## config.mk

```make
export PLATFORM = sky130hd
export DESIGN_NAME = query_field_extractor
export DESIGN_NICKNAME = d
export VERILOG_FILES = /design/src/hw/rtl/qfe_pkg.sv /design/src/hw/rtl/query_field_extractor.sv /design/src/hw/rtl/qfe_scan.sv /design/src/hw/rtl/qfe_out_buf.sv
export VERILOG_INCLUDE_DIRS = /design/src /design/src/hw/rtl
export SDC_FILE = /design/constraint.sdc
export NUM_CORES = 1
export LEC_CHECK = 0
export BUFFER_PORTS_ARGS = -buffer_cell sky130_fd_sc_hd__buf_2
export CORE_ASPECT_RATIO = 2
export CORE_MARGIN = 5
export CORE_UTILIZATION = 50
export CTS_CLUSTER_DIAMETER = 80
export CTS_CLUSTER_SIZE = 10
export DETAILED_ROUTE_END_ITERATION = 8
export GPL_TIMING_DRIVEN = 0
export PLACE_DENSITY_LB_ADDON = 0.15
export SYNTH_ARGS = -nofsm -noshare
export SYNTH_HDL_FRONTEND = slang
export SYNTH_HIERARCHICAL = 1
export SYNTH_SLANG_ARGS = --single-unit
```

## constraint.sdc

```tcl
create_clock -name clk -period 4.4 [get_ports clk]
set_input_delay 0.22 -clock clk [delete_from_list [all_inputs] [get_ports clk]]
set_output_delay 0.22 -clock clk [all_outputs]
set_load 0.02 [all_outputs]
```

## src/hw/rtl/query_field_extractor_defines.svh

```systemverilog
// Assertion macros shared by the query field extractor modules.
`ifndef QUERY_FIELD_EXTRACTOR_DEFINES_SVH
`define QUERY_FIELD_EXTRACTOR_DEFINES_SVH

// Condition implies consequence in the same cycle.
`define QFE_ASSERT_NOW(label, cond, cons, msg) \
	label: assert property (@(posedge clk) disable iff (!arst_n) (cond) |-> (cons)) \
		else $error(msg);

// Condition implies consequence in the next cycle.
`define QFE_ASSERT_NEXT(label, cond, cons, msg) \
	label: assert property (@(posedge clk) disable iff (!arst_n) (cond) |=> (cons)) \
		else $error(msg);

`endif

```

## src/hw/rtl/qfe_pkg.sv

```systemverilog
// Types, constants and helper functions for the query field extractor.
package qfe_pkg;

	localparam int MAX_KEY_BYTES = 8;
	localparam int KEY_IDX_W     = $clog2(MAX_KEY_BYTES);

	localparam logic [7:0] CH_PCT   = 8'h25;
	localparam logic [7:0] CH_PLUS  = 8'h2B;
	localparam logic [7:0] CH_SPACE = 8'h20;
	localparam logic [7:0] CH_AMP   = 8'h26;
	localparam logic [7:0] CH_EQ    = 8'h3D;
	localparam logic [4:0] HEX_RADIX = 5'd16;

	localparam logic [1:0] REG_KEY_BYTES   = 2'd0;
	localparam logic [1:0] REG_KEY_LENGTH  = 2'd1;
	localparam logic [1:0] REG_VALUE_LIMIT = 2'd2;

	typedef enum logic [1:0] {
		PH_MATCH = 2'd0,
		PH_SKIP  = 2'd1,
		PH_VALUE = 2'd2,
		PH_DONE  = 2'd3
	} qfe_phase_t;

	typedef enum logic [1:0] {
		PEND_NONE = 2'd0,
		PEND_PCT  = 2'd1,
		PEND_CHAR = 2'd2
	} qfe_pend_t;

	typedef struct packed {
		logic [63:0] key_bytes;
		logic [3:0]  key_length;
		logic [7:0]  value_limit;
	} qfe_cfg_t;

	typedef struct packed {
		logic [7:0] value_byte;
		logic       byte_valid;
		logic       value_done;
		logic       key_found;
	} qfe_result_t;

	// One or two results caused by one input word
	typedef struct packed {
		logic        two;
		qfe_result_t r0;
		qfe_result_t r1;
	} qfe_pair_t;

	// Bit 4 set when the character is a hex digit, low nibble holds its value
	function automatic logic [4:0] hex_digit(input logic [7:0] c);
		logic [4:0] d;
		d = 5'd0;
		if (c >= 8'h30 && c <= 8'h39) begin
			d = {1'b1, c[3:0]};
		end else if ((c >= 8'h61 && c <= 8'h66) || (c >= 8'h41 && c <= 8'h46)) begin
			d = {1'b1, 4'(c[3:0] + 4'd9)};
		end
		return d;
	endfunction

	function automatic logic [7:0] hex_pair(input logic [7:0] h1, input logic [7:0] h2);
		logic [4:0] d1;
		logic [4:0] d2;
		logic [7:0] v;
		d1 = hex_digit(h1);
		d2 = hex_digit(h2);
		if (!d1[4]) begin
			v = 8'd0;
		end else if (!d2[4]) begin
			v = {4'd0, d1[3:0]};
		end else begin
			v = ({4'd0, d1[3:0]} * {3'd0, HEX_RADIX}) | {4'd0, d2[3:0]};
		end
		return v;
	endfunction

endpackage

```

## src/hw/rtl/query_field_extractor.sv

```systemverilog
// Top level of the query field extractor: input stage, configuration and result queue.
//
// Takes one query-string character per cycle on the s_ stream while s_tready is high
// (s_tlast on the last character) and returns the URL-decoded value of the configured
// key on the m_ stream, ending each string with exactly one word that has m_tlast set.
// A character is registered on entry, decoded from that register and its results
// written to a two-entry result queue that offers them on m_; the character is held
// in the register while its results cannot enter the queue.
// Sustained rate is one character per cycle while the queue has room; a character
// that ends a value with an unfinished percent escape can yield two result words.
// Configuration registers must be written only while no string is in flight.
// No clearing pass is needed after reset.
module query_field_extractor
	import qfe_pkg::*;
(
	input  logic        clk,
	input  logic        arst_n,
	input  logic        s_tvalid,
	output logic        s_tready,
	input  logic [7:0]  s_tdata,    // text_byte
	input  logic        s_tlast,    // final_byte
	output logic        m_tvalid,
	input  logic        m_tready,
	output logic [7:0]  m_tdata,    // value_byte
	output logic [1:0]  m_tuser,    // [0] byte_valid, [1] key_found
	output logic        m_tlast,    // value_done
	input  logic        cfg_valid,
	output logic        cfg_ready,
	input  logic [1:0]  cfg_index,
	input  logic [63:0] cfg_data
);

	qfe_cfg_t   cfg_q;
	logic       vld_s1;
	logic [7:0] byte_s1;
	logic       fin_s1;
	logic       advance;
	logic       full;
	logic       has_res;
	qfe_pair_t  res;

	assign cfg_ready = 1'b1;

	always_ff @(posedge clk or negedge arst_n) begin
		if (!arst_n) begin
			cfg_q.key_bytes   <= 64'd0;
			cfg_q.key_length  <= 4'd1;
			cfg_q.value_limit <= 8'd255;
		end else if (cfg_valid) begin
			case (cfg_index)
				REG_KEY_BYTES:   cfg_q.key_bytes   <= cfg_data;
				REG_KEY_LENGTH:  cfg_q.key_length  <= cfg_data[3:0];
				REG_VALUE_LIMIT: cfg_q.value_limit <= cfg_data[7:0];
				default: begin
				end
			endcase
		end
	end

	// Hold the word while its results cannot enter the queue
	assign advance  = vld_s1 && (!has_res || !full);
	assign s_tready = !vld_s1 || advance;

	always_ff @(posedge clk or negedge arst_n) begin
		if (!arst_n) begin
			vld_s1 <= 1'b0;
		end else if (s_tready) begin
			vld_s1 <= s_tvalid;
		end
	end

	always_ff @(posedge clk) begin
		if (s_tvalid && s_tready) begin
			byte_s1 <= s_tdata;
			fin_s1  <= s_tlast;
		end
	end

	qfe_scan u_scan (
		.clk        (clk),
		.arst_n     (arst_n),
		.advance    (advance),
		.text_byte  (byte_s1),
		.final_byte (fin_s1),
		.cfg        (cfg_q),
		.res        (res),
		.has_res    (has_res)
	);

	qfe_out_buf u_out_buf (
		.clk       (clk),
		.arst_n    (arst_n),
		.push      (advance && has_res),
		.push_pair (res),
		.full      (full),
		.m_tvalid  (m_tvalid),
		.m_tready  (m_tready),
		.m_tdata   (m_tdata),
		.m_tuser   (m_tuser),
		.m_tlast   (m_tlast)
	);

endmodule

```

## src/hw/rtl/qfe_scan.sv

```systemverilog
// Key match, value capture and URL decoding for one registered input word.
`include "query_field_extractor_defines.svh"

module qfe_scan
	import qfe_pkg::*;
(
	input  logic       clk,
	input  logic       arst_n,
	input  logic       advance,
	input  logic [7:0] text_byte,
	input  logic       final_byte,
	input  qfe_cfg_t   cfg,
	output qfe_pair_t  res,
	output logic       has_res
);

	qfe_phase_t ph_q, ph_n;
	qfe_pend_t  pend_q, pend_n;
	logic [3:0] pos_q, pos_n;
	logic [7:0] raw_q, raw_n;
	logic [7:0] pchar_q, pchar_n;

	logic [3:0] klen;
	logic [7:0] kc;
	logic       do_finish;
	logic [1:0] n;
	qfe_result_t r0, r1, item;

	assign klen = (cfg.key_length > 4'(MAX_KEY_BYTES)) ? 4'(MAX_KEY_BYTES) : cfg.key_length;
	assign kc   = cfg.key_bytes[8 * pos_q[KEY_IDX_W-1:0] +: 8];

	always_ff @(posedge clk or negedge arst_n) begin
		if (!arst_n) begin
			ph_q    <= PH_MATCH;
			pend_q  <= PEND_NONE;
			pos_q   <= 4'd0;
			raw_q   <= 8'd0;
			pchar_q <= 8'd0;
		end else if (advance) begin
			ph_q    <= ph_n;
			pend_q  <= pend_n;
			pos_q   <= pos_n;
			raw_q   <= raw_n;
			pchar_q <= pchar_n;
		end
	end

	always_comb begin
		ph_n      = ph_q;
		pend_n    = pend_q;
		pos_n     = pos_q;
		raw_n     = raw_q;
		pchar_n   = pchar_q;
		do_finish = 1'b0;
		n         = 2'd0;
		r0        = '0;
		r1        = '0;
		item      = '0;

		case (ph_q)
			PH_MATCH: begin
				if (text_byte == CH_AMP) begin
					pos_n = 4'd0;
				end else if (pos_q < klen) begin
					if (text_byte == kc) begin
						pos_n = 4'(pos_q + 4'd1);
					end else begin
						ph_n = PH_SKIP;
					end
				end else if (text_byte == CH_EQ) begin
					ph_n    = PH_VALUE;
					raw_n   = 8'd0;
					pend_n  = PEND_NONE;
					pchar_n = 8'd0;
					do_finish = (cfg.value_limit == 8'd0);
				end else begin
					ph_n = PH_SKIP;
				end
			end
			PH_SKIP: begin
				if (text_byte == CH_AMP) begin
					ph_n  = PH_MATCH;
					pos_n = 4'd0;
				end
			end
			PH_VALUE: begin
				if (text_byte == CH_AMP) begin
					do_finish = 1'b1;
				end else begin
					case (pend_q)
						PEND_NONE: begin
							if (text_byte == CH_PCT) begin
								pend_n = PEND_PCT;
							end else begin
								r0.value_byte = (text_byte == CH_PLUS) ? CH_SPACE : text_byte;
								r0.byte_valid = 1'b1;
								n = 2'd1;
							end
						end
						PEND_PCT: begin
							pchar_n = text_byte;
							pend_n  = PEND_CHAR;
						end
						default: begin
							r0.value_byte = hex_pair(pchar_q, text_byte);
							r0.byte_valid = 1'b1;
							n = 2'd1;
							pend_n = PEND_NONE;
						end
					endcase
					raw_n = 8'(raw_q + 8'd1);
					do_finish = (raw_n >= cfg.value_limit);
				end
			end
			default: begin
			end
		endcase

		// Reaching the end of a string mid-value closes the value as well
		if (final_byte && ph_n == PH_VALUE) begin
			do_finish = 1'b1;
		end

		if (do_finish) begin
			// Flush an incomplete escape literally
			if (pend_n != PEND_NONE) begin
				item = '{value_byte: CH_PCT, byte_valid: 1'b1, value_done: 1'b0, key_found: 1'b0};
				if (n == 2'd0) r0 = item; else r1 = item;
				n = 2'(n + 2'd1);
			end
			if (pend_n == PEND_CHAR) begin
				item = '{value_byte: pchar_n, byte_valid: 1'b1, value_done: 1'b0, key_found: 1'b0};
				if (n == 2'd0) r0 = item; else r1 = item;
				n = 2'(n + 2'd1);
			end
			pend_n = PEND_NONE;
			case (n)
				2'd0: begin
					r0 = '{value_byte: 8'd0, byte_valid: 1'b0, value_done: 1'b1, key_found: 1'b1};
					n  = 2'd1;
				end
				2'd1: begin
					r0.value_done = 1'b1;
					r0.key_found  = 1'b1;
				end
				default: begin
					r1.value_done = 1'b1;
					r1.key_found  = 1'b1;
				end
			endcase
			ph_n = PH_DONE;
		end

		if (final_byte) begin
			if (ph_n != PH_DONE) begin
				r0 = '{value_byte: 8'd0, byte_valid: 1'b0, value_done: 1'b1, key_found: 1'b0};
				n  = 2'd1;
			end
			ph_n    = PH_MATCH;
			pos_n   = 4'd0;
			raw_n   = 8'd0;
			pend_n  = PEND_NONE;
			pchar_n = 8'd0;
		end
	end

	assign res     = '{two: (n == 2'd2), r0: r0, r1: r1};
	assign has_res = (n != 2'd0);

	`QFE_ASSERT_NOW(a_pair_literal, advance && res.two, res.r0.byte_valid && res.r1.byte_valid, "two results must both carry characters")
	`QFE_ASSERT_NOW(a_found_done, advance && has_res && res.r0.key_found, res.r0.value_done, "key_found without value_done")
	`QFE_ASSERT_NOW(a_pos_bound, 1'b1, pos_q <= 4'(MAX_KEY_BYTES), "match position beyond the key")

endmodule

```

## src/hw/rtl/qfe_out_buf.sv

```systemverilog
// Two-deep result-pair queue that hands out results one word at a time.
`include "query_field_extractor_defines.svh"

module qfe_out_buf
	import qfe_pkg::*;
(
	input  logic       clk,
	input  logic       arst_n,
	input  logic       push,
	input  qfe_pair_t  push_pair,
	output logic       full,
	output logic       m_tvalid,
	input  logic       m_tready,
	output logic [7:0] m_tdata,   // value_byte
	output logic [1:0] m_tuser,   // [0] byte_valid, [1] key_found
	output logic       m_tlast    // value_done
);

	qfe_pair_t   pair_q [2];
	logic        wr_ptr_q;
	logic        rd_ptr_q;
	logic [1:0]  cnt_q;
	logic        sel_q;
	qfe_pair_t   head;
	qfe_result_t cur;
	logic        take;
	logic        pop;

	assign head     = pair_q[rd_ptr_q];
	assign cur      = sel_q ? head.r1 : head.r0;
	assign full     = (cnt_q == 2'd2);
	assign m_tvalid = (cnt_q != 2'd0);
	assign m_tdata  = cur.value_byte;
	assign m_tuser  = {cur.key_found, cur.byte_valid};
	assign m_tlast  = cur.value_done;
	assign take     = m_tvalid && m_tready;
	assign pop      = take && (sel_q || !head.two);

	always_ff @(posedge clk) begin
		if (push) begin
			pair_q[wr_ptr_q] <= push_pair;
		end
	end

	always_ff @(posedge clk or negedge arst_n) begin
		if (!arst_n) begin
			wr_ptr_q <= 1'b0;
			rd_ptr_q <= 1'b0;
			cnt_q    <= 2'd0;
			sel_q    <= 1'b0;
		end else begin
			if (push) wr_ptr_q <= !wr_ptr_q;
			if (pop)  rd_ptr_q <= !rd_ptr_q;
			// advance to the second word of a pair, or drop the pair
			if (take) sel_q <= !pop;
			cnt_q <= 2'(cnt_q + {1'b0, push} - {1'b0, pop});
		end
	end

	`QFE_ASSERT_NOW(a_no_overflow, push, !full, "push into a full result queue")
	`QFE_ASSERT_NOW(a_sel_two, sel_q, m_tvalid && head.two, "second word selected on a single-result pair")
	`QFE_ASSERT_NEXT(a_second_follows, take && !pop, sel_q && m_tvalid, "second word of a pair lost")

endmodule

```

# Word-level counts from Yosys, hierarchy flattened
# Memory sizes are Yosys's and may differ from the RTL's.
# Index checks and enable logic that the tools add are counted.
# totals
reg_bits,115
ramBits,46
input_bits,80
output_inout_bits,14
wordCells,197
n_memories,1
# memory_table
name,words,word_bits,rd,rd_ports_with_merged_regs,wr,line_no,source
u_out_buf.pair_q,2,23,1,0,1,qfe_out_buf.sv:19,qfe_pair_t pair_q [2];
# classes
addsub,8
n_lt_le_gt_ge,15
n_eq_ne,23
shifts,1
n_mux,90
bitwise,1
reduce_logical,43
# ops
op,count
$mux W11,12
$mux W8,14
$shiftx A64 B7 Y8,1
$mux W2,26
$mux W5,10
$mux W9,5
$eq A8 B6 Y1 const B,4
$ge A8 B7 Y1 const B,4
$le A8 B7 Y1 const B,4
$pmux W8 S2,2
$mux W4,6
$pmux W9 S2,1
$ge A8 B6 Y1 const B,2
$le A8 B6 Y1 const B,2
$pmux W2 S2,4
$eq A2 B2 Y1 const B,6
$logic_and A1 B1 Y1,12
$logic_not A2 Y1,6
$ne A3 B3 Y1 const B,3
$add A4 B4 Y4 const B,2
$add A8 B1 Y8 const B,1
$eq A2 B1 Y1 const B,4
$eq A8 B8 Y1,1
$ge A8 B8 Y1,1
other kinds (22),48

# Depth between registers and ports, before layout
# Gate-level depths: netlist of run 1.
# logic_depth
ltp_word,25
mapped_depth,17
depth_no_buf,16

# By module
# Netlist of run 1, hierarchy kept.
# modules_own_cells
mod,n_inst,cells_each,area_per_inst_um2,seq_area_each_um2
query_field_extractor,1,180,3492.1,2208.4
qfe_scan,1,347,2956.6,600.6
qfe_out_buf,1,89,1991.9,1506.4

# Least setup slack after synthesis of run 1
# OpenSTA, ideal clock, no wires.
# synth_path
kind,flip-flop to flip-flop
start,register u_scan.raw_q[0]
end,memory u_out_buf/pair_q[0][0] (netlist name) (enable)
setup_time_ps,405
t_arrival_ps,3364
required_time_ps,3995
path_slack_ps,630
path_stages_with_launch,15
n_path_buf,1
synth_period_minus_slack_ps,3770
path_cell_list,dfrtp_1 > ha_1 > nand3_1 > xnor2_1 > ha_1 > a21o_1 > a21oi_1 > o21ai_0 > a2111oi_0 > o22a_1 > clkbuf_1 > nand3_1 > nand2_1 > nor2_1 > nor2b_1
# synth_via
elab_chain_len,16
word_cells_on_any_way,17
cone_classes,add/sub: 1; order compare: 1; eq/ne: 1; mux: 9; reduce/logical: 5
# synth_rtl
item,line_no,source
start: declaration,qfe_scan.sv:20,"logic [7:0] raw_q, raw_n;"
start signal: assignment,qfe_scan.sv:43,raw_q <= raw_n;
$add A8 B1 Y8 *,qfe_scan.sv:111,raw_n = 8'(raw_q + 8'd1);
$ge A8 B8 Y1 *,qfe_scan.sv:112,do_finish = (raw_n >= cfg.value_limit);
$mux W1 *,qfe_scan.sv:87,if (text_byte == CH_AMP) begin
$pmux W1 S2 *,qfe_scan.sv:60,case (ph_q)
$mux W1 *,qfe_scan.sv:120,if (final_byte && ph_n == PH_VALUE) begin
$mux W2,qfe_scan.sv:124,if (do_finish) begin
$ne A2 B2 Y1,qfe_scan.sv:155,if (ph_n != PH_DONE) begin
$mux W2,qfe_scan.sv:155,
$mux W2 *,qfe_scan.sv:154,if (final_byte) begin
$reduce_bool A2 Y1 *,qfe_scan.sv:168,assign has_res = (n != 2'd0);
via has_res,query_field_extractor.sv:39,logic has_res;
$logic_not A1 Y1,query_field_extractor.sv:61,assign advance = vld_s1 && (!has_res || !full);
$logic_or A1 B1 Y1,query_field_extractor.sv:61,
$logic_and A1 B1 Y1,query_field_extractor.sv:61,
$logic_and A1 B1 Y1 *,query_field_extractor.sv:93,".push (advance && has_res),"
$mux W1 *,qfe_out_buf.sv:40,if (push) begin
$mux W1 (not written as such) *,qfe_out_buf.sv:41,pair_q[wr_ptr_q] <= push_pair;
end: declaration,qfe_out_buf.sv:19,
# The timed path passes the listed nets; every way through them passes the cells marked *.

# Worst setup path after layout of run 1
# layout_path
start,register u_scan.raw_q[0]
end,register u_scan.pos_q[0]
# layout_via
elab_chain_len,14
word_cells_on_any_way,15
cone_classes,add/sub: 1; order compare: 1; eq/ne: 1; mux: 7; reduce/logical: 5
# layout_rtl
item,line_no,source
$add A8 B1 Y8 *,qfe_scan.sv:111,
$ge A8 B8 Y1 *,qfe_scan.sv:112,
$mux W1 *,qfe_scan.sv:87,
$pmux W1 S2 *,qfe_scan.sv:60,
$mux W1 *,qfe_scan.sv:120,
$mux W2,qfe_scan.sv:124,
$ne A2 B2 Y1,qfe_scan.sv:155,
$mux W2,qfe_scan.sv:155,
$mux W2 *,qfe_scan.sv:154,
$reduce_bool A2 Y1 *,qfe_scan.sv:168,
via has_res,query_field_extractor.sv:39,
$logic_not A1 Y1 *,query_field_extractor.sv:61,
$logic_or A1 B1 Y1 *,query_field_extractor.sv:61,
$logic_and A1 B1 Y1 *,query_field_extractor.sv:61,
via advance,query_field_extractor.sv:37,logic advance;
$reduce_and A5 Y1 (no line) *,n/a,
end signal: assignment,qfe_scan.sv:42,pos_q <= pos_n;
end: declaration,qfe_scan.sv:19,"logic [3:0] pos_q, pos_n;"
# Marked as above.
# A chain may end at the register's enable or synchronous reset.

==> flow_summary_export.csv, run 1 <==
group,metric,value,unit
pwr,comb_power_share,0.231,
detailed_routing,postRouteAntennaNets,0,
finish,fin_area,9910,µm²
worst_hold_path,min_path_type,"primary input to flip-flop",
floorplan,initial_core_util,0.506,
finish,finalNetCount,840,
finish,post_route_cells_drive_above_1_share,0.355,
floorplan,die-height,194,µm
detailed_routing,drtIter0Drc,198,
run,maxCapViolCount,0,
sta,hold_viol_final,0,
logic_synthesis,synthArstFlopShare,0.658,
detailed_routing,drc,0,
detailed_routing,routedWlPerCell,20.3,µm
global_routing,grt_pass1_wl,31700,µm
pwr,power.total,4.46,mW
setup_path,critical_path_class,"flip-flop to flip-flop",
clocking,cts.sinks,161,
global_routing,antenna_found_initial,0,
pwr,clockPowerShare,0.336,
pwr,p_leak,4.20,nW
logic_synthesis,synth_top_area_cell,"dfrtp_1",
finish,num_antenna_cells,0,
pwr,p_seq_frac,0.434,
pwr,p_int,3.24,mW
clocking,cts_tree,"built",
logic_synthesis,synth_edf_count,55,
floorplan,dieArea,19700,µm²
sta,rsz0062_at_grt,"no",
placement,place_hpwl,14800,µm
sta,skew,0.0123,ns
pwr,p_per_area,450,nW/µm²
clocking,clk_pin_slew,0.06,ns
logic_synthesis,synth_common_cells,"dfrtp_1, mux2_4, edfxtp_1",
clocking,cts_root_buf,"clkbuf_16",
pwr,power.switching,1.22,mW
setup_path,crit_required,4.76,ns
detailed_routing,wl,19500,µm
clocking,insertion_delay,0.42,ns
detailed_routing,vias,5468,
placement,place_ws,-0.313,ns
sta,tns,0,ns
sta,drv_slew,0,
logic_synthesis,yosysSeqAreaShare,0.511,
logic_synthesis,yosysWarnings,6,
pwr,switching_share,0.274,
logic_synthesis,synth-seq-cells,161,
setup_path,endpoint_kind,"flip-flop",
logic_synthesis,synthesis.instances,616,
placement,io_buffer_count,92,
finish,fin_util,0.594,
placement,dpl_cell_area,9210,µm²
sta,worst_pin_slew,1.01,ns
finish,fillers,1356,
global_routing,grt_overflow,0,
detailed_routing,vias_per_cell,5.70,
sta,setup_ws,0.328,ns
placement,place_congestion,0.883,
logic_synthesis,synth_area,8440,µm²
detailed_routing,dr.pass1.iters,5,
clocking,numCtsBuffers,17,
sta,max_freq,0.246,GHz
clocking,cts_buffer_depth,2,
clocking,post_cts_buffers,0,
setup_path,worstSetupStartpointType,"flip-flop",
clocking,htree_levels,4,
global_routing,track_usage,0.209,
logic_synthesis,synth.most_common_cell,"dfrtp_1",
sta,setup_viol,0,
logic_synthesis,syn-num-nets,717,
floorplan,fp.dieW,102,µm
logic_synthesis,ys_types,70,
global_routing,grt_max_degree,67,
logic_synthesis,yosysTopAreaCellShare,0.288,
logic_synthesis,synth_ff_type,"dfrtp_1",
global_routing,grt_pass1_vias,6220,
floorplan,num_rows,67,
sta,fin_crit_sh,0.926,
pwr,vdd_drop_max,0.300,mV
floorplan,ios,94,
status,outcome,"complete, no violations",
setup_path,worstPathArrival,4.44,ns
setup_path,crit_fanout,10,
sta,period_minus_slack,4.07,ns
floorplan,core,16700,µm²
finish,area_growth,17.4,%
logic_synthesis,syn_avg_cell_area,13.7,µm²
logic_synthesis,synthTopCellsByArea,"dfrtp_1, edfxtp_1, mux2_4",
sta,slew_headroom,0.329,
==> metrics by stage <==
| step | std cells | hold WS, ns |
|---|---|---|
| 5_1_grt | 959 | 0.00742 |
| 2_1_floorplan | 616 | -0.0756 |
| 4_1_cts | 959 | 0.000348 |
| 6_report | 959 | 0.0186 |
| 3_5_place_dp | 917 | 0.242 |
| 3_3_place_gp | 915 | 0.400 |
==> repair_timing <==
item	in CTS	in global routing
hold buffers	10	0
gates resized for setup	2	7
endpoints found under the setup margin	16	20
endpoints found under the hold margin	41	0
==> cell families (layout without fill, tap and decap cells) <==
kind of cell | after synthesis | count (layout) | synth area share
other | 1 | 1 | 0.000444
multiplexers | 115 | 115 | 0.216
adder cells (fa/ha/maj) | 21 | 21 | 0.0311
AND/OR/NAND/NOR | 130 | 130 | 0.0835
flip-flops | 161 | 161 | 0.511
AO/OA/AOI/OAI | 112 | 112 | 0.0928
buffers and inverters | 57 | 193 | 0.0451
XOR/XNOR | 19 | 19 | 0.0197
==> state kept, by name (all words and copies together), names as in the netlist <==
name / count
u_scan/ph_q: 2
byte_s1: 8
cfg_q: 76
u_scan/pend_q: 2
u_scan/pchar_q: 8
vld_s1: 1
fin_s1: 1
u_scan/pos_q: 4
u_out_buf/pair_q: 46
u_scan/raw_q: 8
u_out_buf/sel_q: 1
u_out_buf/cnt_q: 2
u_out_buf/rd_ptr_q: 1
u_out_buf/wr_ptr_q: 1
==> power groups by stage <==
stage	Sequential (mW)	Combinational, mW	Clock [mW]
floorplan	1.91	0.775	0
global placement	1.95	1.00	0
detailed placement	1.96	1.04	0
CTS	1.94	1.05	1.53
global route	1.96	1.12	1.59
finish	1.93	1.03	1.50
==> metal layers <==
layer,vias up,global-route usage,share of wire
li1,2558,-,-
met1,2717,0.209,0.34
met2,160,0.402,0.59
met3,33,0.0356,0.037
met4,0,0.0944,0.031
met5,-,0,0
==> worst max-delay path: stages (launching register included) <==
cell       delay, ns
dfrtp_1         0.43
ha_2            0.25
nand3_1         0.13
xnor2_1         0.21
ha_1            0.28
a21o_1          0.16
a21oi_1         0.13
o21ai_0         0.12
a2111oi_0       0.43
o22a_1          0.27
clkbuf_4        0.24
nand3_1         0.13
a21boi_0        0.18
clkbuf_4        0.23
nand2b_1        0.17
nor3_1          0.26
nor4b_1         0.28
a21o_1          0.12
==> placed cells by master (no fill, tap or decap), types with 4 or more instances in the layout <==
master,count
a21o_1,7
a21oi_1,22
a22o_1,7
a22oi_1,4
a32o_1,4
and3_1,7
buf_12,7
buf_2,97
buf_6,5
clkbuf_1,11
clkbuf_16,17
dfrtp_1,97
dfstp_2,9
dlygate4sd3_1,10
edfxtp_1,55
ha_1,20
inv_1,23
inv_4,4
mux2_2,20
mux2_4,60
mux2i_1,9
mux4_1,6
mux4_2,19
nand2_1,20
nand2b_1,12
nand3_1,10
nor2_1,34
nor2b_1,7
nor3_1,12
nor3b_1,4
o21ai_0,22
o22ai_1,7
o2bb2ai_1,4
o31ai_1,5
xnor2_1,14
xor2_1,5
==> layout make-up <==
class                      count  area, µm²  area share
buffer                        33        298      0.0300
clock buffer                  21        474      0.0478
clock inverter                11        121      0.0122
inverter                      24       90.1     0.00909
multi-input combinational    398       3750       0.378
sequential                   161       4320       0.435
tap                          207        259      0.0261
timing repair buffer         104        606      0.0611
==> worst paths after layout <==
| path | startpoint | to | slack, ns | cells past startpoint |
|---|---|---|---|---|
| worst max-delay path | u_scan/raw_q[0] | u_scan/pos_q[0] | 0.33 | 17 |
| worst min-delay path | s_tvalid | vld_s1 | 0.02 | 2 |
| worst max register to register | u_scan/raw_q[0] | u_scan/pos_q[0] | 0.33 | 17 |
| worst min register to register | u_out_buf/wr_ptr_q | u_out_buf/wr_ptr_q | 0.50 | 1 |
| max in group asynchronous | arst_n | cfg_q[8] | 3.36 | 3 |
| min in group asynchronous | arst_n | cfg_q[30] | 0.31 | 2 |
Note: power is estimated with default switching activity, not from simulation.
==> inputs of run 2 (changes only) <==
- RECOVER_POWER: not set -> 50
==> run 2 against run 1 <==
Against the previous run:
- power decreased by 2.4%
- largest power group unchanged
- the run now ends with capacitance limit, slew limit left
- fmax increased by 0.47%
- wire length decreased by 0.98%
==> flow_summary_export.csv, run 2 (same netlist as run 1, synthesis figures left out) <==
group,metric,value,unit
placement,place_congestion,0.883,
detailed_routing,dr.pass1.iters,5,
global_routing,grt_pass1_wl,31700,µm
placement,place_hpwl,14800,µm
run,maxCapViolCount,2,
setup_path,worstSetupStartpointType,"flip-flop",
setup_path,crit_chain,"ha_2 > nand3_1 > xnor2_1 > ha_1 > a21o_1 > a21oi_1 > o21ai_0 > a2111oi_0 > o22a_1 > clkbuf_4 > nand3_1 > a21boi_0 > clkbuf_4 > nand2b_1 > nor3_1 > nor4b_1 > a21o_1",
finish,fillers,1438,
placement,dp_cells,917,
pwr,p_per_area,455,nW/µm²
sta,drv_slew,109,
clocking,post_cts_buffers,0,
clocking,cts_root_buf,"clkbuf_16",
finish,finalNetCount,840,
sta,worst_pin_slew,2.12,ns
pwr,p_leak,3.96,nW
worst_hold_path,min_path_type,"primary input to flip-flop",
floorplan,die-height,194,µm
global_routing,globalRouteMet3Util,0.0356,
detailed_routing,routedWlPerCell,20.1,µm
detailed_routing,drtIter0Drc,179,
placement,io_buffer_count,92,
sta,setup_viol,0,
clocking,htree_levels,4,
floorplan,initial_core_util,0.506,
clocking,clk_pin_slew,0.06,ns
floorplan,ios,94,
finish,final_cell_mix,"dfrtp_1, buf_2, edfxtp_1",
finish,area_growth,13.4,%
global_routing,busiest_layer,"met2",
status,failed_checks,"capacitance limit, slew limit",
floorplan,core,16700,µm²
floorplan,fp.dieW,102,µm
floorplan,dieArea,19700,µm²
detailed_routing,wl,19300,µm
status,outcome,"finished, violations left",
detailed_routing,drc,0,
setup_path,crit_required,4.76,ns
finish,final_common_cell,"dfrtp_1",
finish,fin_cells,959,
finish,top_register,"cfg_q",
finish,reg_top3,"cfg_q (76), u_out_buf/pair_q (46)",
setup_path,cpMaxStageDelayCell,"dfrtp_1",
sta,rsz0062_at_grt,"no",
sta,skew,0.0113,ns
setup_path,worstPathArrival,4.42,ns
setup_path,critical_path_class,"flip-flop to flip-flop",
global_routing,grt_max_degree,67,
global_routing,grtUsageMet2,0.402,
detailed_routing,vias_per_cell,5.72,
finish,largest_reg_flops,76,
clocking,insertion_delay,0.42,ns
detailed_routing,postRouteAntennaNets,0,
setup_path,cpPeakStageDelay,0.43,ns
floorplan,num_rows,67,
finish,num_antenna_cells,0,
sta,worst_hold_slack,0.00731,ns
clocking,cts_tree,"built",
global_routing,grt_overflow,0,
detailed_routing,vias,5484,
global_routing,grt_pass1_vias,6220,
setup_path,reg2reg_slack,0.35,ns
setup_path,cp_top_family,"compound AO/OA/AOI/OAI gates",
pwr,vdd_drop_max,0.285,mV
global_routing,track_usage,0.209,
sta,period_minus_slack,4.05,ns
finish,post_route_cells_drive_above_1_share,0.267,
global_routing,antenna_found_initial,0,
sta,max_freq,0.247,GHz
clocking,cts_buffer_depth,2,
sta,fin_crit_sh,0.921,
sta,slew_headroom,-0.414,
sta,hold_viol_final,0,
setup_path,crit_fanout,10,
global_routing,globalRouteMet1Util,0.209,
setup_path,endpoint_kind,"flip-flop",
clocking,cts.sinks,161,
clocking,numCtsBuffers,17,
setup_path,crit_buf_inv,2,
-- run 2: cell count changes in the layout (fill, tap and decap cells not counted), sizes merged --
cell    previous run  this run
buf              114       102
clkbuf            34        46
-- run 2: layout make-up --
type	instances	area, µm²	share of cell area
buffer	33	193	0.0201
tap	207	259	0.0271
clock inverter	11	121	0.0127
sequential	161	4320	0.451
clock buffer	21	474	0.0495
inverter	24	90.1	0.00941
timing repair buffer	104	576	0.0601
multi-input combinational	398	3540	0.370
-- run 2: metal layers --
layer / vias to the layer above / wire [µm]
met5: - / 0
met3: 35 / 735
met1: 2715 / 6560
met2: 180 / 11400
met4: 0 / 630
li1: 2554 / -
-- run 2: power by group --
group	total (mW)	switching, mW	internal [mW]	leakage [nW]
clock	1.49	0.600	0.891	0.303
sequential	1.93	0.121	1.81	1.80
combinational	0.938	0.483	0.455	1.86
total	4.36	1.20	3.15	3.96
-- run 2: worst paths after layout --
kind / start / end / cells after the start
setup / recovery: u_scan/raw_q[0] / u_scan/pos_q[0] / 17
setup reg to reg: u_scan/raw_q[0] / u_scan/pos_q[0] / 17
max in group asynchronous: arst_n / cfg_q[47] / 3
hold reg to reg: cfg_q[58] / cfg_q[58] / 1
min in group asynchronous: arst_n / cfg_q[30] / 2
hold / removal: cfg_data[46] / cfg_q[58] / 2
-- run 2: worst register-to-register path, delay by kind of cell (launching register included) --
family                   cells  cell delay [ns]
AO/OA/AOI/OAI                7             1.40
XOR/XNOR                     1             0.21
adder cells (fa/ha/maj)      2             0.53
buffers and inverters        2             0.46
flip-flops                   1             0.43
AND/OR/NAND/NOR              5             0.96
-- run 2: timing repair --
action	4_1_cts	5_1_grt
resized for setup	2	7
cloned	0	0
endpoints found under the hold margin	41	0
hold buffers	10	0
endpoints found under the setup margin	16	20
-- run 2: per-stage QoR --
step / cell area [µm²] / TNS [ns] / setup slack, ns / utilization / total power [mW]
final: 9570 / 0 / 0.347 / 0.574 / 4.36
after global routing: 9570 / 0 / 0.0187 / 0.574 / 4.58
after CTS: 9900 / 0 / 0.0354 / 0.594 / 4.51
after detailed placement: 9210 / -2.59 / -0.313 / 0.552 / 3.00
after global placement: 9160 / -12.77 / -0.469 / 0.549 / 2.95
after floorplan: 8440 / 0 / 0.630 / - / 2.69
==> inputs of run 3 (changes only) <==
- RECOVER_POWER: 50 -> 25
==> run 3 against run 2 <==
Against the previous run:
- fmax barely moved
- largest power group unchanged
- via count fell by 0.27%
- design area rose by 2.3%
- first-iteration DRC count rose by 0.56%
- clock power barely moved
- worst hold slack barely moved
- die area did not move
- the flow still finishes with violations (capacitance limit, slew limit)
- clock-buffer cell count did not move
- register-to-register slack barely moved
- sequential share of layout area fell by 1.0 points
- clock skew barely moved
==> flow_summary_export.csv, run 3 (same netlist as run 1, synthesis figures left out) <==
group,metric,value,unit
sta,max_freq,0.247,GHz
finish,multiInputGateArea,3690,µm²
clocking,cts_root_buf,"clkbuf_16",
setup_path,critical_path_class,"flip-flop to flip-flop",
global_routing,antenna_found_initial,0,
finish,reg_top3,"cfg_q (76), u_out_buf/pair_q (46)",
pwr,p_per_area,453,nW/µm²
sta,hold_viol_final,0,
sta,worst_pin_slew,2.26,ns
clocking,cts_buffer_depth,2,
setup_path,cpPeakStageDelay,0.43,ns
run,maxCapViolCount,1,
clocking,insertion_delay,0.42,ns
placement,place_congestion,0.883,
setup_path,crit_fanout,10,
finish,post_route_cells_drive_above_1_share,0.323,
detailed_routing,postRouteAntennaNets,0,
floorplan,dieArea,19700,µm²
setup_path,crit_buf_inv,2,
detailed_routing,dr.pass1.iters,4,
finish,top_register,"cfg_q",
detailed_routing,vias,5469,
finish,area_growth,16.0,%
setup_path,crit_chain,"ha_2 > nand3_1 > xnor2_1 > ha_1 > a21o_1 > a21oi_1 > o21ai_0 > a2111oi_0 > o22a_1 > clkbuf_4 > nand3_1 > a21boi_0 > clkbuf_4 > nand2b_1 > nor3_1 > nor4b_1 > a21o_1",
setup_path,worstSetupStartpointType,"flip-flop",
placement,place_hpwl,14800,µm
clocking,numCtsBuffers,17,
sta,drv_slew,41,
detailed_routing,drc,0,
finish,largest_reg_flops,76,
placement,place_ws,-0.313,ns
clocking,clk_pin_slew,0.07,ns
finish,num_antenna_cells,0,
setup_path,worstPathArrival,4.41,ns
clocking,cts.sinks,161,
clocking,htree_levels,4,
clocking,post_cts_buffers,0,
global_routing,grt_overflow,0,
global_routing,grt_pass1_wl,31700,µm
finish,final_cell_mix,"dfrtp_1, buf_2, edfxtp_1",
global_routing,grt_max_degree,67,
sta,fin_crit_sh,0.921,
setup_path,cp_top_family,"compound AO/OA/AOI/OAI gates",
finish,fin_util,0.587,
finish,ff_latch_area,4320,µm²
clocking,cts_tree,"built",
detailed_routing,vias_per_cell,5.70,
detailed_routing,routedWlPerCell,20.2,µm
floorplan,ios,94,
pwr,p_leak,4.11,nW
pwr,power.total,4.43,mW
sta,rsz0062_at_grt,"no",
floorplan,fp.dieW,102,µm
finish,final_common_cell,"dfrtp_1",
floorplan,core,16700,µm²
global_routing,grt_pass1_vias,6220,
sta,skew,0.0117,ns
placement,io_buffer_count,92,
finish,finalNetCount,840,
setup_path,crit_required,4.76,ns
detailed_routing,wl,19300,µm
sta,setup_ws,0.346,ns
floorplan,die-height,194,µm
sta,period_minus_slack,4.05,ns
global_routing,track_usage,0.209,
worst_hold_path,min_path_type,"primary input to flip-flop",
sta,setup_viol,0,
status,outcome,"finished, violations left",
finish,fillers,1378,
pwr,vdd_drop_max,0.285,mV
floorplan,num_rows,67,
detailed_routing,drtIter0Drc,180,
setup_path,endpoint_kind,"flip-flop",
status,failed_checks,"capacitance limit, slew limit",
setup_path,cpMaxStageDelayCell,"dfrtp_1",
floorplan,initial_core_util,0.506,
sta,slew_headroom,-0.509,
-- run 3: cell types whose count changed in the layout (fill, tap and decap cells not counted) --
cell,change
mux2_4,+39
clkbuf_1,-3
buf_16,+1
clkbuf_2,-1
mux2_1,-39
buf_12,+3
-- run 3: routing by layer --
layer  GRT usage  share of wire
met3      0.0356          0.038
met1       0.209           0.34
met4      0.0944          0.035
met5           0              0
met2       0.402           0.59
-- run 3: final cells by class --
cell class,count,area share
inverters,24,0.00920
repair buffers,104,0.0611
clock buffers,21,0.0484
flip-flops and latches,161,0.441
multi-input cells,398,0.377
plain buffers,33,0.0247
well taps,207,0.0265
clock inverters,11,0.0124
-- run 3: final timing paths --
path | start | endpoint | slack [ns] | cells past startpoint
hold / removal | cfg_data[53] | cfg_q[65] | 0.007 | 2
hold reg to reg | cfg_q[17] | cfg_q[17] | 0.49 | 1
min in group asynchronous | arst_n | cfg_q[30] | 1.01 | 2
setup reg to reg | u_scan/raw_q[0] | u_scan/pos_q[0] | 0.35 | 17
max in group asynchronous | arst_n | u_out_buf/cnt_q[1] | 2.09 | 2
setup / recovery | u_scan/raw_q[0] | u_scan/pos_q[0] | 0.35 | 17
-- run 3: where the power goes --
group          switching, mW  internal, mW
clock                  0.605         0.891
combinational          0.486         0.515
sequential             0.126          1.81
-- run 3: timing repair --
action                                  CTS  global route
hold buffers                             10             0
pin swaps                                 0             0
endpoints found under the setup margin   16            20
resized for setup                         2             7
hold endpoints to repair                 41             0
-- run 3: through the flow --
step | cells | setup TNS, ns | hold slack (ns) | area (µm²)
6_report | 959 | 0 | 0.00708 | 9790
5_1_grt | 959 | 0 | 0.00431 | 9790
4_1_cts | 959 | 0 | 0.000348 | 9900
3_5_place_dp | 917 | -2.59 | 0.242 | 9210
3_3_place_gp | 915 | -12.77 | 0.400 | 9160
2_1_floorplan | 616 | 0 | -0.0756 | 8440
